**src/rtl/cbpb_pkg.sv**
```systemverilog
`timescale 1ns / 1ps
`default_nettype none
// ----------------------------------------------------------------------------
// cbpb_pkg
// Shared types and constants of the class pacing and bandwidth tracker.
// ----------------------------------------------------------------------------
package cbpb_pkg;

    localparam logic [1:0] OP_RESERVE  = 2'd0;
    localparam logic [1:0] OP_MARK     = 2'd1;
    localparam logic [1:0] OP_COMPLETE = 2'd2;

    localparam logic [1:0] REG_BORROW_EN = 2'd0;
    localparam logic [1:0] REG_WINDOW    = 2'd1;
    localparam logic [1:0] REG_SPACING   = 2'd2;

    localparam logic [31:0] WINDOW_RESET  = 32'd5000;
    localparam logic [31:0] SPACING_RESET = 32'd8000;
    localparam logic [19:0] US_PER_SEC    = 20'd1000000;
    localparam int          DIV_STEPS     = 64;

    typedef struct packed {
        logic [1:0]  opcode;
        logic [3:0]  class_index;
        logic [63:0] time_us;
        logic [63:0] dispatch_time_us;
        logic [31:0] byte_count;
    } in_item_t;

    typedef struct packed {
        logic [63:0] submit_time_us;
        logic        class_valid;
        logic        throttled;
        logic [63:0] ewma_bandwidth;
        logic [63:0] total_bytes;
        logic [63:0] total_requests;
        logic [63:0] first_completion_us;
    } out_item_t;

    typedef struct packed {
        logic load;
        logic scan_step;
        logic reserve;
        logic mark;
        logic complete;
        logic div_step;
        logic blend;
        logic emit;
    } cmd_t;

    typedef struct packed {
        logic       item_ok;
        logic [1:0] opcode;
        logic       borrow_go;
        logic       hit_now;
        logic       scan_last;
        logic       blend_ok;
        logic       div_done;
        logic       out_free;
    } status_t;

endpackage
`default_nettype wire

```
**src/rtl/cbpb_ctrl.sv**
```systemverilog
`timescale 1ns / 1ps
`default_nettype none
// ----------------------------------------------------------------------------
// cbpb_ctrl
// Sequencer: decode, higher-class scan, state update, divide, blend, emit.
// ----------------------------------------------------------------------------
module cbpb_ctrl
    import cbpb_pkg::*;
(
    input  wire logic    clk,
    input  wire logic    rst_n,
    input  wire logic    in_valid,
    output logic         in_ready,
    input  wire status_t status,
    output cmd_t         cmd
);

    typedef enum logic [8:0] {
        ST_IDLE   = 9'b000000001,
        ST_DECODE = 9'b000000010,
        ST_SCAN   = 9'b000000100,
        ST_RESV   = 9'b000001000,
        ST_MARK   = 9'b000010000,
        ST_CMPL   = 9'b000100000,
        ST_DIV    = 9'b001000000,
        ST_BLEND  = 9'b010000000,
        ST_EMIT   = 9'b100000000
    } state_t;

    state_t state_reg;
    state_t state_next;

    assign in_ready = state_reg == ST_IDLE;

    always_comb
    begin
        state_next = state_reg;
        cmd        = '0;
        unique case (state_reg)
            ST_IDLE:
            begin
                cmd.load = in_valid;
                if (in_valid)
                    state_next = ST_DECODE;
            end
            ST_DECODE:
            begin
                if (!status.item_ok)
                    state_next = ST_EMIT;
                else if (status.opcode == OP_RESERVE)
                    state_next = status.borrow_go ? ST_SCAN : ST_EMIT;
                else if (status.opcode == OP_MARK)
                    state_next = ST_MARK;
                else
                    state_next = ST_CMPL;
            end
            ST_SCAN:
            begin
                cmd.scan_step = 1'b1;
                if (status.hit_now || status.scan_last)
                    state_next = ST_RESV;
            end
            ST_RESV:
            begin
                cmd.reserve = 1'b1;
                state_next  = ST_EMIT;
            end
            ST_MARK:
            begin
                cmd.mark   = 1'b1;
                state_next = ST_EMIT;
            end
            ST_CMPL:
            begin
                cmd.complete = 1'b1;
                state_next   = status.blend_ok ? ST_DIV : ST_EMIT;
            end
            ST_DIV:
            begin
                if (status.div_done)
                    state_next = ST_BLEND;
                else
                    cmd.div_step = 1'b1;
            end
            ST_BLEND:
            begin
                cmd.blend  = 1'b1;
                state_next = ST_EMIT;
            end
            ST_EMIT:
            begin
                // hold until the result register can take the item
                if (status.out_free)
                begin
                    cmd.emit   = 1'b1;
                    state_next = ST_IDLE;
                end
            end
            default: state_next = ST_IDLE;
        endcase
    end

    always_ff @(posedge clk or negedge rst_n)
    begin
        if (!rst_n)
            state_reg <= ST_IDLE;
        else
            state_reg <= state_next;
    end

endmodule
`default_nettype wire
```
**config.mk**
```make
export PLATFORM = sky130hd
export DESIGN_NAME = cbpb_ctrl
export DESIGN_NICKNAME = d
export VERILOG_FILES = /design/src/rtl/cbpb_pkg.sv /design/src/rtl/cbpb_ctrl.sv
export SDC_FILE = /design/constraint.sdc
export NUM_CORES = 1
export LEC_CHECK = 0
export ABC_AREA = 1
export BUFFER_PORTS_ARGS = -buffer_cell sky130_fd_sc_hd__clkbuf_2
export CAP_MARGIN = 0
export CORE_AREA = 2 2 39 41
export CTS_BUF_LIST = sky130_fd_sc_hd__clkbuf_4
export CTS_CLUSTER_DIAMETER = 150
export DETAILED_ROUTE_END_ITERATION = 8
export DIE_AREA = 0 0 41 43
export PLACE_DENSITY = 0.73
export SLEW_MARGIN = 20
export SYNTH_ARGS = -nofsm -noshare
export SYNTH_HDL_FRONTEND = slang
export SYNTH_SLANG_ARGS = --single-unit
```
**constraint.sdc**
```tcl
create_clock -name clk -period 2.06 [get_ports clk]
set_input_delay 0 -clock clk [delete_from_list [all_inputs] [get_ports clk]]
set_output_delay 0 -clock clk [all_outputs]
set_load 0.005 [all_outputs]
```
==> implementation parameters <==
Parameter                              Value

Floorplan
  Die Area    0.00176 mm²
  Row cnt    14
  Number of placed I/O pins    21
  Die Height    about 43 µm
  Placeable core region    0.00138 mm²
  Initial core utilization    43.3%
  Chip Width    41 µm

Setup path
  Type of the worst setup path    reg2reg
  Highest fanout seen on the critical path    4
  Start point of the critical path    state_reg[8]
  Cell depth of the worst setup path    6
  Crit path top cell by count    nand3_1
  Element type at the critical path end    flop
  Critical register-to-register path startpoint    state_reg[8]
  Delay of the slowest cell on the worst path    550 ps
  Required time at the endpoint of the critical path    2260 ps
  Critical path cell sequence    inv_1, nand3_1, nor2_1, nand3_1, nor3_1, dlygate4sd3_1
  Number of cells on the worst reg-to-reg path    6
  Top Family by Delay on Critical Path    buffers and inverters
  Startpoint class of the critical path    flop
  Critical path's slowest cell    dlygate4sd3_1
  Worst EP arrival    1850 ps
  Crit path buf inv count    2

CTS
  Clock tree from TritonCTS    built
  Number of clock sinks    9
  # resized after CTS    0
  Buffers from clock root to sink, at most    2
  Clock Tree Root    clkbuf_4
  Worst skew pair latency    260 ps
  Number of setup buffers added after CTS    0
  Clock edge transition at the registers on the reported setup and hold paths    60 ps
  H-tree lvl count    1
  Total clock buffers created by CTS    3

Layout
  Count of inserted antenna diode cells    0
  Layout cells sized above 1    25.0%
  Total non-filler cell area in the finished layout    790 µm²
  Layout Area Growth over Synthesis    31.7%
  Net count reported at finish    137
  Final instance count without filler cells    140
  Max FFs per register    9

Synthesis
  Post-Syn Nets    108
  Share of the synthesized area in the top cell type    about 33%
  List of most frequent post-synthesis cells    inv_1, nor2_1, nand2_1
  Yosys Warn Count    0
  Sequential element share of the synthesized area    between 30 and 40%
  Mapped Cells    96
  Flop and latch count out of synthesis    9
  Synth Flop Type    dfrtp_1
  Cell types with the largest area share after synthesis    dfrtp_1, inv_1, nor2_1
  Share of synthesized registers carrying an async set or reset    100%
  Most common cell in the netlist    inv_1
  Cell area after synthesis    599 µm²
  Library cells used by synthesis    15
  Post-synth EDFFs    0
  Mean instance size in the synthesized netlist    6.24 µm²
  Synth area leader    dfrtp_1

Power and ir drop
  Worst vdd ir    391 µV
  Power density over the cells    881 mW/mm²
  Switching share of total power    40.7%
  Pleak    0.514 nW
  Combinational power share    around 44%
  Sequential Power Share    34.3%
  Net Switching    0.000283 W
  Internal power component    0.000413 W
  Clock power share    between 20% and 30%

Place
  RD Place Congestion    0.796
  Cell area after placement    719 µm²
  DP Wirelength    1.09 mm
  Cell count after placement    132
  Number of I/O port buffers    20
  Worst-case setup slack after placement    722 ps

Global routing
  Number of global-route vias before repair    526
  Antenna violations before repair    0
  Gr usage total    16.8%
  Largest net degree at the start of global routing    10
  Grt total ovfl    0
  Global-route wire length before repair    about 2.0 mm

Flow run
  Count of maximum capacitance violations    0

Drt
  Number of DRC markers after the initial detailed-route iteration    14
  Via count    658
  WL final    1.27 mm
  Residual antenna-violating net count after detailed routing    0
  Detailed-routing iteration count for the pre-antenna-repair pass    4
  DRC violation count after routing    0
  Post-DR wirelength/cell    roughly 9.0 µm
  Via/cell ratio    ~4.7

STA
  Final hold violation count    0
  Max-slew violation count    0
  Worst rel slew slack    73.5%
  Unrepaired setup endpoints after global routing    false
  Final setup violating endpoints    0
  Final period util    80.0%
  Timing-limited maximum frequency    607 MHz
  Worst-case hold slack    approximately 16 ps
  Post-route setup TNS    0 ps
  Measured slew at the worst slew-check pin    394 ps
  Clock skew after layout    roughly 1.0 ps
  Final setup margin    413 ps
  Fin crit period    between 1500 and 2000 ps

Outcome
  Result of the run    finished clean

Min path
  Class of the worst hold path    in2reg
  Worst hold path stage count    4
  Hold Path Origin    in_valid
path summary, 6_finish.rpt:
check,slack [ps],endpoint
max,410,state_reg[4]
min,20,state_reg[0]
max reg2reg,410,state_reg[4]
min reg2reg,630,state_reg[0]
max in group asynchronous,1690,state_reg[0]
min in group asynchronous,120,state_reg[1]
per-stage QoR:
step	util [%]	power, W
after global routing	57.1	0.000756
after CTS	57.1	0.000696
after floorplan	-	0.000456
final	57.1	0.000696
after global placement	52.0	0.000541
after detailed placement	52.0	0.000544
power by group through the flow:
stage,combinational [W],sequential (W),clock (W)
3_3_place_gp,0.000300,0.000241,0
4_1_cts,0.000309,0.000239,0.000149
6_report,0.000309,0.000238,0.000148
2_1_floorplan,0.000221,0.000236,0
3_5_place_dp,0.000302,0.000241,0
5_1_grt,0.000356,0.000243,0.000158
logic make-up after synthesis:
kind of cell           Yosys count  share of synthesized area, %
AND/OR/NAND/NOR                 61                          45.3
buffers and inverters           24                          15.0
flip-flops                       9                          37.8
AO/OA/AOI/OAI                    2                          1.88
cells in the final DEF (no fill, tap or decap):
cell type and count:
dfstp_2 1, clkbuf_2 20, nand3_1 12, nor4_1 1
nand3b_1 1, nor2_1 20, dfrtp_1 8, inv_2 1
o21ai_0 1, nor3_1 4, o22ai_1 1, nand2_2 1
clkbuf_4 4, dlygate4sd3_1 4, inv_1 23, nand2_1 18
nor2_2 3, nor3_2 1
cell type report:
class,count,area [µm²]
well taps,16,20.0
repair buffers,24,140
fillers,137,594
inverters,24,90.1
clock buffers,4,30.0
multi-input cells,63,283
flip-flops and latches,9,226
per-layer routing:
| layer | part of all wire (%) | vias up | global-route usage [%] |
|---|---|---|---|
| li1 | - | 346 | - |
| met1 | 42 | 286 | 20.1 |
| met2 | 49 | 24 | 28.1 |
| met3 | 7.4 | 2 | 3.14 |
| met4 | 1.6 | 0 | 6.00 |
| met5 | 0 | - | 0 |
what timing repair did:
| action | CTS | global route |
|---|---|---|
| hold endpoints to repair | 12 | 0 |
| setup endpoints to repair | 0 | 0 |
| hold buffers | 4 | 0 |
worst reg2reg max path, stage by stage, from the launching register on:
cell	delay, ps
dfrtp_1	410
inv_1	130
nand3_1	90
nor2_1	150
nand3_1	130
nor3_1	130
dlygate4sd3_1	550
(Power assumes the default switching activity.)
